===== src/lfmc_pkg.sv =====
package lfmc_pkg;

  typedef struct packed {
    logic [1:0]  mode;
    logic [9:0]  gray_level;
    logic [9:0]  band_threshold;
    logic [7:0]  dead_zone;
    logic [7:0]  base_speed;
    logic [15:0] gain_p;
    logic [15:0] gain_i;
    logic [15:0] gain_d;
  } cfg_t;

  typedef enum logic [2:0] {
    REG_MODE,
    REG_GRAY_LEVEL,
    REG_BAND_THRESHOLD,
    REG_DEAD_ZONE,
    REG_BASE_SPEED,
    REG_GAIN_P,
    REG_GAIN_I,
    REG_GAIN_D
  } reg_idx_e;

  localparam logic [1:0] MODE_ONOFF = 2'd0;
  localparam logic [1:0] MODE_PROP  = 2'd1;
  localparam logic [1:0] MODE_PID   = 2'd2;

  localparam logic [1:0] DIR_HOLD = 2'd0;
  localparam logic [1:0] DIR_FWD  = 2'd1;
  localparam logic [1:0] DIR_REV  = 2'd2;

  localparam cfg_t CFG_RESET = '{
    mode:           MODE_PID,
    gray_level:     10'd512,
    band_threshold: 10'd100,
    dead_zone:      8'd0,
    base_speed:     8'd150,
    gain_p:         16'd256,
    gain_i:         16'd0,
    gain_d:         16'd0
  };

  localparam logic [7:0]  ON_BOOST        = 8'd50;
  localparam logic [15:0] PROP_GAIN_Q8    = 16'd256;
  localparam logic [7:0]  PROP_BASE_SPEED = 8'd150;

  localparam logic signed [27:0] INTEG_MAX  = 28'sd20000;
  localparam logic signed [27:0] INTEG_MIN  = -28'sd20000;
  localparam logic signed [15:0] INTEG_HIGH = 16'sd20000;
  localparam logic signed [15:0] INTEG_LOW  = -16'sd20000;

  localparam logic signed [39:0] SPEED_MAX = 40'sd255;
  localparam logic signed [39:0] SPEED_MIN = -40'sd255;

  // Quotient bits of the derivative division.
  localparam logic [4:0] DIV_STEPS = 5'd21;

  // Largest value of the scaled sum over 2048 that still divides by 125 to at most 50.
  localparam logic [12:0] ADJ_M_MAX = 13'd6374;
  // Ceiling of 2^20 / 125.
  localparam logic [13:0] RECIP_125 = 14'd8389;

  typedef enum logic [4:0] {
    OP_NONE,
    OP_LOAD,
    OP_ONOFF,
    OP_MUL_PROP,
    OP_SPEED_PROP,
    OP_MUL_ACC,
    OP_DIV_INIT,
    OP_DIV_STEP,
    OP_MUL_P,
    OP_MUL_D,
    OP_MUL_I,
    OP_SCALE,
    OP_SUM,
    OP_ADJ_SAT,
    OP_ADJ_MUL,
    OP_SPEED_PID,
    OP_WHEEL_MUL,
    OP_WHEEL_OUT
  } dp_op_e;

  typedef enum logic [4:0] {
    ST_IDLE,
    ST_DISPATCH,
    ST_ONOFF,
    ST_PMUL,
    ST_PSPEED,
    ST_IMUL,
    ST_DINIT,
    ST_DIV,
    ST_MULP,
    ST_MULD,
    ST_MULI,
    ST_SCALE,
    ST_SUM,
    ST_ADJ1,
    ST_ADJ2,
    ST_SPEED,
    ST_WMUL,
    ST_WOUT
  } ctrl_state_e;

  typedef struct packed {
    dp_op_e op;
  } cmd_t;

  typedef struct packed {
    logic ms_zero;
    logic div_done;
  } stat_t;

endpackage


===== src/lfmc_in_if.sv =====
interface lfmc_in_if;
  logic        valid;
  logic        ready;
  logic [9:0]  light_sample;
  logic [15:0] elapsed_ms;

  modport source (output valid, output light_sample, output elapsed_ms, input ready);
  modport sink (input valid, input light_sample, input elapsed_ms, output ready);
endinterface


===== src/lfmc_out_if.sv =====
interface lfmc_out_if;
  logic       valid;
  logic       ready;
  logic [7:0] left_duty;
  logic [7:0] right_duty;
  logic [1:0] left_dir;
  logic [1:0] right_dir;

  modport source (output valid, output left_duty, output right_duty, output left_dir,
                  output right_dir, input ready);
  modport sink (input valid, input left_duty, input right_duty, input left_dir,
                input right_dir, output ready);
endinterface


===== src/lfmc_regs.sv =====
module lfmc_regs (
  input  logic                clk_i,
  input  logic                rst_ni,
  input  logic                we_i,
  input  logic [2:0]          idx_i,
  input  logic [15:0]         wdata_i,
  output lfmc_pkg::cfg_t      cfg_o
);

  lfmc_pkg::cfg_t cfg_q;
  lfmc_pkg::cfg_t cfg_d;

  always_comb begin
    cfg_d = cfg_q;
    if (we_i) begin
      unique case (lfmc_pkg::reg_idx_e'(idx_i))
        lfmc_pkg::REG_MODE:           cfg_d.mode           = wdata_i[1:0];
        lfmc_pkg::REG_GRAY_LEVEL:     cfg_d.gray_level     = wdata_i[9:0];
        lfmc_pkg::REG_BAND_THRESHOLD: cfg_d.band_threshold = wdata_i[9:0];
        lfmc_pkg::REG_DEAD_ZONE:      cfg_d.dead_zone      = wdata_i[7:0];
        lfmc_pkg::REG_BASE_SPEED:     cfg_d.base_speed     = wdata_i[7:0];
        lfmc_pkg::REG_GAIN_P:         cfg_d.gain_p         = wdata_i;
        lfmc_pkg::REG_GAIN_I:         cfg_d.gain_i         = wdata_i;
        lfmc_pkg::REG_GAIN_D:         cfg_d.gain_d         = wdata_i;
        default:                      cfg_d = cfg_q;
      endcase
    end
  end

  always_ff @(posedge clk_i or negedge rst_ni) begin
    if (!rst_ni) begin
      cfg_q <= lfmc_pkg::CFG_RESET;
    end else begin
      cfg_q <= cfg_d;
    end
  end

  assign cfg_o = cfg_q;

endmodule


===== src/lfmc_dp.sv =====
module lfmc_dp (
  input  logic                 clk_i,
  input  logic                 rst_ni,
  input  lfmc_pkg::cfg_t       cfg_i,
  input  lfmc_pkg::cmd_t       cmd_i,
  input  logic [9:0]           light_sample_i,
  input  logic [15:0]          elapsed_ms_i,
  output lfmc_pkg::stat_t      stat_o,
  output logic [7:0]           left_duty_o,
  output logic [7:0]           right_duty_o,
  output logic [1:0]           left_dir_o,
  output logic [1:0]           right_dir_o
);

  function automatic logic signed [8:0] clamp_speed(input logic signed [39:0] v);
    logic signed [8:0] r;
    if (v > lfmc_pkg::SPEED_MAX) begin
      r = 9'sd255;
    end else if (v < lfmc_pkg::SPEED_MIN) begin
      r = -9'sd255;
    end else begin
      r = v[8:0];
    end
    return r;
  endfunction

  // Division by 256 rounding toward zero.
  function automatic logic signed [39:0] div256_trunc(input logic signed [39:0] v);
    logic signed [39:0] q;
    q = v >>> 8;
    if (v[39] && (v[7:0] != 8'd0)) begin
      q = q + 40'sd1;
    end
    return q;
  endfunction

  // Exact floor of x / 255 for x up to 65279, plus the dead zone.
  function automatic logic [7:0] duty_of(input logic [15:0] x, input logic [7:0] dz,
                                         input logic zero);
    logic [16:0] s;
    logic [7:0]  d;
    s = {1'b0, x} + {9'd0, x[15:8]} + 17'd1;
    d = s[15:8] + dz;
    return zero ? 8'd0 : d;
  endfunction

  localparam logic [26:0] RECIP_125_W = {13'd0, lfmc_pkg::RECIP_125};

  logic [9:0]         sample_q;
  logic [15:0]        ms_q;
  logic signed [10:0] err_q;
  logic signed [38:0] prod_q;
  logic signed [15:0] acc_q;
  logic signed [15:0] integ_q;
  logic signed [10:0] last_err_q;
  logic [15:0]        rem_q;
  logic [20:0]        dvd_q;
  logic               neg_q;
  logic [4:0]         cnt_q;
  logic signed [48:0] t_q;
  logic [12:0]        m_q;
  logic               adj_neg_q;
  logic signed [6:0]  adj_q;
  logic signed [8:0]  spd_l_q;
  logic signed [8:0]  spd_r_q;
  logic [15:0]        wprod_l_q;
  logic [15:0]        wprod_r_q;
  logic               wzero_l_q;
  logic               wzero_r_q;
  logic [1:0]         wdir_l_q;
  logic [1:0]         wdir_r_q;
  logic [7:0]         left_duty_q;
  logic [7:0]         right_duty_q;
  logic [1:0]         left_dir_q;
  logic [1:0]         right_dir_q;

  logic [15:0]        mul_a;
  logic signed [22:0] mul_b;
  logic signed [39:0] mul_full;
  logic signed [22:0] der;
  logic [21:0]        der_pos;

  logic signed [10:0] err_new;
  logic signed [27:0] isum;
  logic signed [11:0] diff;
  logic signed [21:0] diff_x;
  logic signed [21:0] num;
  logic signed [21:0] num_neg;
  logic [16:0]        shifted;
  logic [17:0]        trial;

  logic signed [48:0] t_neg;
  logic [48:0]        t_mag;
  logic [37:0]        m_full;
  logic [26:0]        q_prod;
  logic [5:0]         q_adj;

  logic signed [39:0] prop_bias;
  logic signed [39:0] pe;
  logic signed [9:0]  pid_l;
  logic signed [9:0]  pid_r;

  logic signed [8:0]  spd_l_neg;
  logic signed [8:0]  spd_r_neg;
  logic [7:0]         mag_l;
  logic [7:0]         mag_r;
  logic [7:0]         span;

  logic signed [10:0] band_lo;
  logic [10:0]        band_hi;
  logic signed [10:0] samp_s;
  logic [8:0]         on_sum;
  logic [7:0]         on_duty;

  always_comb begin
    mul_a = 16'd0;
    mul_b = 23'sd0;
    case (cmd_i.op)
      lfmc_pkg::OP_MUL_ACC: begin
        mul_a = ms_q;
        mul_b = {{12{err_q[10]}}, err_q};
      end
      lfmc_pkg::OP_MUL_PROP: begin
        mul_a = lfmc_pkg::PROP_GAIN_Q8;
        mul_b = {{12{err_q[10]}}, err_q};
      end
      lfmc_pkg::OP_MUL_P: begin
        mul_a = cfg_i.gain_p;
        mul_b = {{12{err_q[10]}}, err_q};
      end
      lfmc_pkg::OP_MUL_D: begin
        mul_a = cfg_i.gain_d;
        mul_b = der;
      end
      lfmc_pkg::OP_MUL_I: begin
        mul_a = cfg_i.gain_i;
        mul_b = {{7{acc_q[15]}}, acc_q};
      end
      default: begin
        mul_a = 16'd0;
        mul_b = 23'sd0;
      end
    endcase
  end

  assign mul_full = $signed({24'd0, mul_a}) * $signed({{17{mul_b[22]}}, mul_b});

  assign der_pos = {1'b0, dvd_q};
  assign der     = neg_q ? -$signed({1'b0, der_pos}) : $signed({1'b0, der_pos});

  assign err_new = $signed({1'b0, light_sample_i}) - $signed({1'b0, cfg_i.gray_level});
  assign isum    = $signed({{12{integ_q[15]}}, integ_q}) + $signed(prod_q[27:0]);
  assign diff    = $signed({err_q[10], err_q}) - $signed({last_err_q[10], last_err_q});
  assign diff_x  = {{10{diff[11]}}, diff};
  assign num     = (diff_x <<< 10) - (diff_x <<< 4) - (diff_x <<< 3);
  assign num_neg = -num;
  assign shifted = {rem_q, dvd_q[20]};
  assign trial   = {1'b0, shifted} - {2'b0, ms_q};

  assign t_neg  = -t_q;
  assign t_mag  = t_q[48] ? t_neg : t_q;
  assign m_full = t_mag[48:11];
  assign q_prod = {14'd0, m_q} * RECIP_125_W;
  assign q_adj  = q_prod[25:20];

  assign prop_bias = $signed({24'd0, lfmc_pkg::PROP_BASE_SPEED, 8'd0});
  assign pe        = {prod_q[38], prod_q};
  assign pid_l     = $signed({2'b0, cfg_i.base_speed}) + {{3{adj_q[6]}}, adj_q};
  assign pid_r     = $signed({2'b0, cfg_i.base_speed}) - {{3{adj_q[6]}}, adj_q};

  assign spd_l_neg = -spd_l_q;
  assign spd_r_neg = -spd_r_q;
  assign mag_l     = spd_l_q[8] ? spd_l_neg[7:0] : spd_l_q[7:0];
  assign mag_r     = spd_r_q[8] ? spd_r_neg[7:0] : spd_r_q[7:0];
  assign span      = 8'd255 - cfg_i.dead_zone;

  assign band_lo = $signed({1'b0, cfg_i.gray_level}) - $signed({1'b0, cfg_i.band_threshold});
  assign band_hi = {1'b0, cfg_i.gray_level} + {1'b0, cfg_i.band_threshold};
  assign samp_s  = $signed({1'b0, sample_q});
  assign on_sum  = {1'b0, cfg_i.dead_zone} + {1'b0, lfmc_pkg::ON_BOOST};
  assign on_duty = on_sum[8] ? 8'hFF : on_sum[7:0];

  always_ff @(posedge clk_i or negedge rst_ni) begin
    if (!rst_ni) begin
      integ_q    <= 16'sd0;
      last_err_q <= 11'sd0;
      cnt_q      <= 5'd0;
    end else begin
      case (cmd_i.op)
        lfmc_pkg::OP_DIV_INIT:  cnt_q <= lfmc_pkg::DIV_STEPS;
        lfmc_pkg::OP_DIV_STEP:  cnt_q <= cnt_q - 5'd1;
        lfmc_pkg::OP_SPEED_PID: begin
          integ_q    <= acc_q;
          last_err_q <= err_q;
        end
        default: cnt_q <= cnt_q;
      endcase
    end
  end

  always_ff @(posedge clk_i) begin
    case (cmd_i.op)
      lfmc_pkg::OP_LOAD: begin
        sample_q <= light_sample_i;
        ms_q     <= elapsed_ms_i;
        err_q    <= err_new;
      end
      lfmc_pkg::OP_ONOFF: begin
        if (samp_s < band_lo) begin
          left_duty_q  <= 8'd0;
          right_duty_q <= on_duty;
        end else if ({1'b0, sample_q} > band_hi) begin
          left_duty_q  <= on_duty;
          right_duty_q <= 8'd0;
        end else begin
          left_duty_q  <= on_duty;
          right_duty_q <= on_duty;
        end
        left_dir_q  <= lfmc_pkg::DIR_HOLD;
        right_dir_q <= lfmc_pkg::DIR_HOLD;
      end
      lfmc_pkg::OP_MUL_PROP, lfmc_pkg::OP_MUL_ACC, lfmc_pkg::OP_MUL_P: begin
        prod_q <= mul_full[38:0];
      end
      lfmc_pkg::OP_SPEED_PROP: begin
        spd_l_q <= clamp_speed(div256_trunc(prop_bias + pe));
        spd_r_q <= clamp_speed(div256_trunc(prop_bias - pe));
      end
      lfmc_pkg::OP_DIV_INIT: begin
        if (isum > lfmc_pkg::INTEG_MAX) begin
          acc_q <= lfmc_pkg::INTEG_HIGH;
        end else if (isum < lfmc_pkg::INTEG_MIN) begin
          acc_q <= lfmc_pkg::INTEG_LOW;
        end else begin
          acc_q <= isum[15:0];
        end
        neg_q <= num[21];
        dvd_q <= num[21] ? num_neg[20:0] : num[20:0];
        rem_q <= 16'd0;
      end
      lfmc_pkg::OP_DIV_STEP: begin
        if (!trial[17]) begin
          rem_q <= trial[15:0];
          dvd_q <= {dvd_q[19:0], 1'b1};
        end else begin
          rem_q <= shifted[15:0];
          dvd_q <= {dvd_q[19:0], 1'b0};
        end
      end
      lfmc_pkg::OP_MUL_D: begin
        t_q    <= {{10{prod_q[38]}}, prod_q};
        prod_q <= mul_full[38:0];
      end
      lfmc_pkg::OP_MUL_I: begin
        t_q    <= t_q + {{10{prod_q[38]}}, prod_q};
        prod_q <= mul_full[38:0];
      end
      lfmc_pkg::OP_SCALE: t_q <= (t_q <<< 10) - (t_q <<< 4) - (t_q <<< 3);
      lfmc_pkg::OP_SUM:   t_q <= t_q + {{10{prod_q[38]}}, prod_q};
      lfmc_pkg::OP_ADJ_SAT: begin
        adj_neg_q <= t_q[48];
        m_q       <= (m_full > {25'd0, lfmc_pkg::ADJ_M_MAX}) ? lfmc_pkg::ADJ_M_MAX
                                                              : m_full[12:0];
      end
      lfmc_pkg::OP_ADJ_MUL: begin
        adj_q <= adj_neg_q ? -$signed({1'b0, q_adj}) : $signed({1'b0, q_adj});
      end
      lfmc_pkg::OP_SPEED_PID: begin
        spd_l_q <= clamp_speed({{30{pid_l[9]}}, pid_l});
        spd_r_q <= clamp_speed({{30{pid_r[9]}}, pid_r});
      end
      lfmc_pkg::OP_WHEEL_MUL: begin
        wprod_l_q <= {8'd0, mag_l} * {8'd0, span};
        wprod_r_q <= {8'd0, mag_r} * {8'd0, span};
        wzero_l_q <= (spd_l_q == 9'sd0);
        wzero_r_q <= (spd_r_q == 9'sd0);
        wdir_l_q  <= (spd_l_q == 9'sd0) ? lfmc_pkg::DIR_HOLD :
                     (spd_l_q[8] ? lfmc_pkg::DIR_REV : lfmc_pkg::DIR_FWD);
        wdir_r_q  <= (spd_r_q == 9'sd0) ? lfmc_pkg::DIR_HOLD :
                     (spd_r_q[8] ? lfmc_pkg::DIR_REV : lfmc_pkg::DIR_FWD);
      end
      lfmc_pkg::OP_WHEEL_OUT: begin
        left_duty_q  <= duty_of(wprod_l_q, cfg_i.dead_zone, wzero_l_q);
        right_duty_q <= duty_of(wprod_r_q, cfg_i.dead_zone, wzero_r_q);
        left_dir_q   <= wdir_l_q;
        right_dir_q  <= wdir_r_q;
      end
      default: begin
        sample_q <= sample_q;
      end
    endcase
  end

  assign stat_o.ms_zero  = (ms_q == 16'd0);
  assign stat_o.div_done = (cnt_q == 5'd0);

  assign left_duty_o  = left_duty_q;
  assign right_duty_o = right_duty_q;
  assign left_dir_o   = left_dir_q;
  assign right_dir_o  = right_dir_q;

endmodule


===== src/lfmc_ctrl.sv =====
module lfmc_ctrl (
  input  logic                 clk_i,
  input  logic                 rst_ni,
  input  logic                 in_valid_i,
  input  logic                 out_ready_i,
  input  logic [1:0]           mode_i,
  input  lfmc_pkg::stat_t      stat_i,
  output logic                 in_ready_o,
  output logic                 out_valid_o,
  output lfmc_pkg::cmd_t       cmd_o
);

  lfmc_pkg::ctrl_state_e state_q;
  lfmc_pkg::ctrl_state_e state_d;
  logic                  out_valid_q;
  logic                  out_valid_d;
  logic                  slot_free;
  logic                  out_load;

  // The result register may be refilled in the cycle its beat is taken.
  assign slot_free = !out_valid_q || out_ready_i;

  always_comb begin
    state_d = state_q;
    unique case (state_q)
      lfmc_pkg::ST_IDLE: begin
        if (in_valid_i) begin
          state_d = lfmc_pkg::ST_DISPATCH;
        end
      end
      lfmc_pkg::ST_DISPATCH: begin
        unique case (mode_i)
          lfmc_pkg::MODE_ONOFF: state_d = lfmc_pkg::ST_ONOFF;
          lfmc_pkg::MODE_PROP:  state_d = lfmc_pkg::ST_PMUL;
          lfmc_pkg::MODE_PID:   state_d = stat_i.ms_zero ? lfmc_pkg::ST_IDLE
                                                         : lfmc_pkg::ST_IMUL;
          default:              state_d = lfmc_pkg::ST_IDLE;
        endcase
      end
      lfmc_pkg::ST_ONOFF: begin
        if (slot_free) begin
          state_d = lfmc_pkg::ST_IDLE;
        end
      end
      lfmc_pkg::ST_PMUL:   state_d = lfmc_pkg::ST_PSPEED;
      lfmc_pkg::ST_PSPEED: state_d = lfmc_pkg::ST_WMUL;
      lfmc_pkg::ST_IMUL:   state_d = lfmc_pkg::ST_DINIT;
      lfmc_pkg::ST_DINIT:  state_d = lfmc_pkg::ST_DIV;
      lfmc_pkg::ST_DIV: begin
        if (stat_i.div_done) begin
          state_d = lfmc_pkg::ST_MULP;
        end
      end
      lfmc_pkg::ST_MULP:   state_d = lfmc_pkg::ST_MULD;
      lfmc_pkg::ST_MULD:   state_d = lfmc_pkg::ST_MULI;
      lfmc_pkg::ST_MULI:   state_d = lfmc_pkg::ST_SCALE;
      lfmc_pkg::ST_SCALE:  state_d = lfmc_pkg::ST_SUM;
      lfmc_pkg::ST_SUM:    state_d = lfmc_pkg::ST_ADJ1;
      lfmc_pkg::ST_ADJ1:   state_d = lfmc_pkg::ST_ADJ2;
      lfmc_pkg::ST_ADJ2:   state_d = lfmc_pkg::ST_SPEED;
      lfmc_pkg::ST_SPEED:  state_d = lfmc_pkg::ST_WMUL;
      lfmc_pkg::ST_WMUL:   state_d = lfmc_pkg::ST_WOUT;
      lfmc_pkg::ST_WOUT: begin
        if (slot_free) begin
          state_d = lfmc_pkg::ST_IDLE;
        end
      end
      default: state_d = lfmc_pkg::ST_IDLE;
    endcase
  end

  always_comb begin
    cmd_o.op   = lfmc_pkg::OP_NONE;
    in_ready_o = 1'b0;
    unique case (state_q)
      lfmc_pkg::ST_IDLE: begin
        in_ready_o = 1'b1;
        cmd_o.op   = in_valid_i ? lfmc_pkg::OP_LOAD : lfmc_pkg::OP_NONE;
      end
      lfmc_pkg::ST_DISPATCH: cmd_o.op = lfmc_pkg::OP_NONE;
      lfmc_pkg::ST_ONOFF:    cmd_o.op = slot_free ? lfmc_pkg::OP_ONOFF : lfmc_pkg::OP_NONE;
      lfmc_pkg::ST_PMUL:     cmd_o.op = lfmc_pkg::OP_MUL_PROP;
      lfmc_pkg::ST_PSPEED:   cmd_o.op = lfmc_pkg::OP_SPEED_PROP;
      lfmc_pkg::ST_IMUL:     cmd_o.op = lfmc_pkg::OP_MUL_ACC;
      lfmc_pkg::ST_DINIT:    cmd_o.op = lfmc_pkg::OP_DIV_INIT;
      lfmc_pkg::ST_DIV:      cmd_o.op = stat_i.div_done ? lfmc_pkg::OP_NONE
                                                        : lfmc_pkg::OP_DIV_STEP;
      lfmc_pkg::ST_MULP:     cmd_o.op = lfmc_pkg::OP_MUL_P;
      lfmc_pkg::ST_MULD:     cmd_o.op = lfmc_pkg::OP_MUL_D;
      lfmc_pkg::ST_MULI:     cmd_o.op = lfmc_pkg::OP_MUL_I;
      lfmc_pkg::ST_SCALE:    cmd_o.op = lfmc_pkg::OP_SCALE;
      lfmc_pkg::ST_SUM:      cmd_o.op = lfmc_pkg::OP_SUM;
      lfmc_pkg::ST_ADJ1:     cmd_o.op = lfmc_pkg::OP_ADJ_SAT;
      lfmc_pkg::ST_ADJ2:     cmd_o.op = lfmc_pkg::OP_ADJ_MUL;
      lfmc_pkg::ST_SPEED:    cmd_o.op = lfmc_pkg::OP_SPEED_PID;
      lfmc_pkg::ST_WMUL:     cmd_o.op = lfmc_pkg::OP_WHEEL_MUL;
      lfmc_pkg::ST_WOUT:     cmd_o.op = slot_free ? lfmc_pkg::OP_WHEEL_OUT
                                                  : lfmc_pkg::OP_NONE;
      default:               cmd_o.op = lfmc_pkg::OP_NONE;
    endcase
  end

  assign out_load = (cmd_o.op == lfmc_pkg::OP_ONOFF) || (cmd_o.op == lfmc_pkg::OP_WHEEL_OUT);

  always_comb begin
    out_valid_d = out_valid_q;
    if (out_load) begin
      out_valid_d = 1'b1;
    end else if (out_ready_i) begin
      out_valid_d = 1'b0;
    end
  end

  always_ff @(posedge clk_i or negedge rst_ni) begin
    if (!rst_ni) begin
      state_q     <= lfmc_pkg::ST_IDLE;
      out_valid_q <= 1'b0;
    end else begin
      state_q     <= state_d;
      out_valid_q <= out_valid_d;
    end
  end

  assign out_valid_o = out_valid_q;

endmodule


===== src/line_follow_motor_controller.sv =====
// The result is loaded into the output register by the on/off step, or at the end of the
// proportional or PID arithmetic; in PID, a restoring divider forms the derivative, one
// quotient bit a cycle. The result waits until the output register is free; once it is
// loaded, the next beat can be taken while the result may still wait there. A PID beat
// with zero elapsed time, or an unused mode, gives no result and the next beat can follow.
// Asynchronous active-low reset restores the register defaults and clears integral and error.
module line_follow_motor_controller (
  input  logic        clk_i,
  input  logic        rst_ni,
  lfmc_in_if.sink     in_i,
  lfmc_out_if.source  out_o,
  input  logic        cfg_we_i,
  input  logic [2:0]  cfg_idx_i,
  input  logic [15:0] cfg_wdata_i
);

  lfmc_pkg::cfg_t  cfg;
  lfmc_pkg::cmd_t  cmd;
  lfmc_pkg::stat_t stat;
  logic            in_ready;
  logic            out_valid;

  lfmc_regs u_regs (
    .clk_i   (clk_i),
    .rst_ni  (rst_ni),
    .we_i    (cfg_we_i),
    .idx_i   (cfg_idx_i),
    .wdata_i (cfg_wdata_i),
    .cfg_o   (cfg)
  );

  lfmc_ctrl u_ctrl (
    .clk_i       (clk_i),
    .rst_ni      (rst_ni),
    .in_valid_i  (in_i.valid),
    .out_ready_i (out_o.ready),
    .mode_i      (cfg.mode),
    .stat_i      (stat),
    .in_ready_o  (in_ready),
    .out_valid_o (out_valid),
    .cmd_o       (cmd)
  );

  lfmc_dp u_dp (
    .clk_i          (clk_i),
    .rst_ni         (rst_ni),
    .cfg_i          (cfg),
    .cmd_i          (cmd),
    .light_sample_i (in_i.light_sample),
    .elapsed_ms_i   (in_i.elapsed_ms),
    .stat_o         (stat),
    .left_duty_o    (out_o.left_duty),
    .right_duty_o   (out_o.right_duty),
    .left_dir_o     (out_o.left_dir),
    .right_dir_o    (out_o.right_dir)
  );

  assign in_i.ready  = in_ready;
  assign out_o.valid = out_valid;

  a_one_beat_at_a_time: assert property (@(posedge clk_i) disable iff (!rst_ni)
    (in_i.valid && in_i.ready) |=> !in_i.ready)
    else $error("input taken while a beat is still being processed");

  a_result_slot_free: assert property (@(posedge clk_i) disable iff (!rst_ni)
    ((cmd.op == lfmc_pkg::OP_ONOFF) || (cmd.op == lfmc_pkg::OP_WHEEL_OUT))
    |-> (!out_o.valid || out_o.ready))
    else $error("result register overwritten before its beat was taken");

  a_valid_from_load: assert property (@(posedge clk_i) disable iff (!rst_ni)
    $rose(out_o.valid)
    |-> $past((cmd.op == lfmc_pkg::OP_ONOFF) || (cmd.op == lfmc_pkg::OP_WHEEL_OUT)))
    else $error("result valid raised without a result load");

  a_div_bounded: assert property (@(posedge clk_i) disable iff (!rst_ni)
    (cmd.op == lfmc_pkg::OP_DIV_STEP) |-> !stat.div_done)
    else $error("divider stepped past its last quotient bit");

endmodule


===== src/flat_wrapper.sv =====
// flat-port wrapper written by rule: the top's interface ports become plain ports
module line_follow_motor_controller_flat 
  (clk_i, rst_ni, cfg_we_i, cfg_idx_i, cfg_wdata_i, in_i_valid, in_i_light_sample, in_i_elapsed_ms, in_i_ready, out_o_valid, out_o_left_duty, out_o_right_duty, out_o_left_dir, out_o_right_dir, out_o_ready);
  lfmc_in_if in_i_i ();
  lfmc_out_if out_o_i ();
  input  logic clk_i;
  input  logic rst_ni;
  input  logic cfg_we_i;
  input  logic [2:0] cfg_idx_i;
  input  logic [15:0] cfg_wdata_i;
  input wire logic [$bits(in_i_i.valid)-1:0] in_i_valid;
  input wire logic [$bits(in_i_i.light_sample)-1:0] in_i_light_sample;
  input wire logic [$bits(in_i_i.elapsed_ms)-1:0] in_i_elapsed_ms;
  output wire logic [$bits(in_i_i.ready)-1:0] in_i_ready;
  output wire logic [$bits(out_o_i.valid)-1:0] out_o_valid;
  output wire logic [$bits(out_o_i.left_duty)-1:0] out_o_left_duty;
  output wire logic [$bits(out_o_i.right_duty)-1:0] out_o_right_duty;
  output wire logic [$bits(out_o_i.left_dir)-1:0] out_o_left_dir;
  output wire logic [$bits(out_o_i.right_dir)-1:0] out_o_right_dir;
  input wire logic [$bits(out_o_i.ready)-1:0] out_o_ready;
  assign in_i_i.valid = in_i_valid;
  assign in_i_i.light_sample = in_i_light_sample;
  assign in_i_i.elapsed_ms = in_i_elapsed_ms;
  assign in_i_ready = in_i_i.ready;
  assign out_o_valid = out_o_i.valid;
  assign out_o_left_duty = out_o_i.left_duty;
  assign out_o_right_duty = out_o_i.right_duty;
  assign out_o_left_dir = out_o_i.left_dir;
  assign out_o_right_dir = out_o_i.right_dir;
  assign out_o_i.ready = out_o_ready;
  line_follow_motor_controller u_core (.clk_i(clk_i), .rst_ni(rst_ni), .in_i(in_i_i), .out_o(out_o_i), .cfg_we_i(cfg_we_i), .cfg_idx_i(cfg_idx_i), .cfg_wdata_i(cfg_wdata_i));
endmodule

===== config.mk =====
export PLATFORM = sky130hd
export DESIGN_NAME = line_follow_motor_controller_flat
export DESIGN_NICKNAME = d
export VERILOG_FILES = /design/src/lfmc_pkg.sv /design/src/lfmc_in_if.sv /design/src/lfmc_out_if.sv /design/src/lfmc_regs.sv /design/src/lfmc_dp.sv /design/src/lfmc_ctrl.sv /design/src/line_follow_motor_controller.sv /design/src/flat_wrapper.sv
export SDC_FILE = /design/constraint.sdc
export NUM_CORES = 2
export LEC_CHECK = 0
export ABC_CLOCK_PERIOD_IN_PS = 17590
export BUFFER_PORTS_ARGS = -buffer_cell sky130_fd_sc_hd__buf_2
export CORE_ASPECT_RATIO = 0.75
export CORE_MARGIN = 10
export CORE_UTILIZATION = 28
export CTS_CLUSTER_DIAMETER = 40
export DETAILED_ROUTE_END_ITERATION = 8
export PLACE_DENSITY = 0.46
export SYNTH_ARGS = -nofsm -noshare
export SYNTH_HDL_FRONTEND = slang
export SYNTH_SLANG_ARGS = --single-unit

===== constraint.sdc =====
create_clock -name clk_i -period 17.59 [get_ports clk_i]
set_clock_uncertainty 0.1 [all_clocks]
set_input_delay 2.6385 -clock clk_i [delete_from_list [all_inputs] [get_ports clk_i]]
set_output_delay 2.6385 -clock clk_i [all_outputs]
set_load 0.01 [all_outputs]

==> run_results.csv <==
group,metric,value,unit
route,drt-total-wl,176,mm
route,ant_nets,0,
route,dr.pass1.iters,6,
synth,synth_nets,7349,
power,p_sw,6470,uW
clocking,cts_tree,"done",
status,status,"finished, final reports clean",
global_routing,antenna_found_initial,3,
synth,ys_types,93,
synth,synth_most_common_cell,"inv_1",
route,viasPerCell,5.05,
timing,clock.fmax,103,MHz
timing,max_slew.worst_pin.slew,1200,ps
run,maxCapViolCount,0,
clocking,post-cts-setup-buffers,0,
critical_path,cp.buffers_inverters,5,
power,internal-power,6630,uW
place,gp_congestion,0.888,
synth,ys_seq_area_share,20.8,%
critical_path,start_kind,"flop",
timing,final_hold_viol_count,0,
finish,nFillCells,20513,
power,p_per_area,213,mW/mm^2
floorplanning,die_h,404,um
finish,seq_area,0.0114,sq mm
finish,final_core_util,31.6,%
route,route.detailed.drc,0,
synth,async_flop_share,31.0,%
global_routing,grt.overflow.total,0,
power,peakVddDrop,0.311,mV
timing,setup_tns,0,ps
floorplanning,io_pins,72,
clocking,cts.repair.resized,0,
clocking,cts.sinks,400,
timing,rsz0062_at_grt,"no",
finish,syn_to_final_growth,11.8,%
synth,syn_area,0.0549,sq mm
synth,ys.flop_type,"edfxtp_1",
global_routing,grt_max_degree,69,
power,netSwitchingFraction,49.4,%
power,p_seq_share,15.5,%
worst_hold_path,hold_class,"reg2reg",
critical_path,critical_path_required,17890,ps
power,p_comb_share,72.2,%
clocking,ctsHoldBuffers,0,
clocking,max-clock-path-buffers,3,
synth,yosys_warnings,0,
route,routedWlPerCell,19.7,um
critical_path,cp_slowest_stage_delay,970,ps
critical_path,crit_slowest_cell,"a221oi_1",
critical_path,cp_common_cell,"fa_1",
global_routing,grt_usage,16.1,%
floorplanning,num_rows,140,
route,vias,45073,
finish,multi_input_area,0.0397,sq mm
synth,synth_area_leaders,"fa_1, edfxtp_1, ha_1, inv_1, dfrtp_1",
critical_path,critPathTopFamily,"adder cells",
place,dpl.hpwl,141,mm
global_routing,grt_pass1_wl,275,mm
synth,synth-edff-count,276,
timing,drv_slew,0,
critical_path,end_kind,"flop",
timing,setup_violations,0,
timing,max_slew_margin,17.9,%
synth,synth_area_leader_cell,"fa_1",
critical_path,worstSetupPathType,"reg2reg",
timing,finalCriticalPeriod,9710,ps
clocking,h-tree-depth,3,
critical_path,critPathMaxFanout,26,
global_routing,grt_pass1_vias,44935,
floorplanning,initial_core_util,28.2,%
place,io_buffers,71,
clocking,clkTransAtPathRegs,60,ps
power,clockPowerShare,12.2,%
power,p_leak,0.0271,uW
clocking,cts_inserted_buffers,78,
finish,drive_gt1_share,8.23,%
floorplanning,die_area,0.215,sq mm
synth,synth.avg_cell_area,8.83,sq um
timing,whs,396,ps
finish,final_nets,7370,
clocking,root_buffer,"clkbuf_16",
floorplanning,core_region_area,0.195,sq mm
critical_path,worstPathArrival,10010,ps
route,drt_iter0_drc,3683,
synth,netlist_top_cells_count,"inv_1, nand2_1, ha_1",
timing,fin_crit_sh,55.2,%
floorplanning,die_w,531,um
synth,synth_top_area_share,18.4,%
synth,synthCells,6221,
clocking,clk_latency,670,ps
synth,synth_seq_cells,400,
[per-layer routing]
metal  GRT usage (%)  wire length [um]  vias up
met5               0                 0        -
met1            25.0             90800    22384
met3            2.60             10700      174
li1                -                 -    21341
met4            2.87              2770        0
met2            23.2             71500     1174
[final cells by class]
| cell class | count | share of cell area (%) |
|---|---|---|
| Clock buffer | 92 | 3.38 |
| Antenna cell | 1 | 0.00407 |
| Inverter | 859 | 5.25 |
| Clock inverter | 52 | 1.15 |
| Multi-Input combinational cell | 4739 | 64.6 |
| Tap cell | 2627 | 5.35 |
| Sequential cell | 400 | 18.6 |
| Timing Repair Buffer | 164 | 1.73 |
[power by group through the flow]
| stage | logic, uW | clock network (uW) | registers [uW] |
|---|---|---|---|
| finish | 9460 | 1600 | 2030 |
| CTS | 9500 | 1640 | 2030 |
| detailed placement | 9390 | 0 | 2040 |
| global placement | 9390 | 0 | 2040 |
| global route | 10800 | 1680 | 2060 |
| floorplan | 7170 | 0 | 1900 |
[worst min-delay path, cell delays in order (launching register included)]
cell and delay (ps):
dfrtp_1 360, nand2_1 50, nand2_1 50
[state kept, by name, summed over array words and instances, names as in the netlist, 5 cells and up]
register,flops
u_core.u_dp.wprod_l_q,16
u_core.u_dp.spd_r_q,9
u_core.u_regs.cfg_o,86
u_core.u_dp.t_q,49
u_core.u_dp.left_duty_o,8
u_core.u_dp.last_err_q,11
u_core.u_dp.m_q,13
u_core.u_dp.spd_l_q,9
u_core.u_dp.dvd_q,21
u_core.u_dp.integ_q,16
u_core.u_dp.acc_q,16
u_core.u_dp.wprod_r_q,16
u_core.u_dp.right_duty_o,8
u_core.u_dp.adj_q,7
u_core.u_dp.err_q,11
u_core.u_dp.ms_q,16
u_core.u_dp.cnt_q,5
u_core.u_dp.prod_q,39
u_core.u_dp.sample_q,10
u_core.u_dp.rem_q,16
u_core.u_ctrl.state_q,5
[cell usage in the layout, fill, tap and decap left out, types with 84 or more instances in the layout]
cell type    n
nor2_1     517
inv_1      855
xor2_1     144
nand2_1    590
edfxtp_1   276
nor3_1      84
xnor2_1    273
dfrtp_1    114
fa_1       504
nand3_1     92
ha_1       574
a21o_1     142
or2_2       87
o21ai_0    293
a21oi_1    273
buf_4       93
[metrics by stage]
stage | setup WS [ps] | total power [uW] | instance area [sq um] | std cells
floorplan | 8940 | 9070 | 54900 | 6221
global placement | 8100 | 11400 | 58600 | 8789
detailed placement | 8030 | 11400 | 58600 | 8789
CTS | 7980 | 13200 | 61400 | 8933
global route | 7130 | 14500 | 61400 | 8934
finish | 7880 | 13100 | 61400 | 8934
[logic make-up (layout without fill, tap and decap cells)]
family / after synthesis / count (layout) / synth area share, %
adders and majority gates: 1078 / 1078 / 31.4
and+or+nand+nor: 1851 / 1851 / 16.1
DFF: 400 / 400 / 20.8
buffers and inverters: 1082 / 1167 / 7.42
muxes: 97 / 97 / 1.94
AOI/OAI and AO/OA: 1296 / 1296 / 15.7
other: 0 / 1 / 0
xor gates and xnor gates: 417 / 417 / 6.65
[final timing paths]
kind / endpoint / cells past startpoint / slack, ps / startpoint
max: u_core.u_dp.prod_q[37] / 29 / 7880 / u_core.u_ctrl.state_q[4]
min: u_core.u_dp.integ_q[3] / 2 / 400 / u_core.u_dp.integ_q[3]
max reg2reg: u_core.u_dp.prod_q[37] / 29 / 7880 / u_core.u_ctrl.state_q[4]
min reg2reg: u_core.u_dp.integ_q[3] / 2 / 400 / u_core.u_dp.integ_q[3]
max in group asynchronous: u_core.u_dp.last_err_q[10] / 2 / 14210 / rst_ni
min in group asynchronous: u_core.u_regs.cfg_o[75] / 1 / 1840 / rst_ni
(Power assumes the default switching activity.)
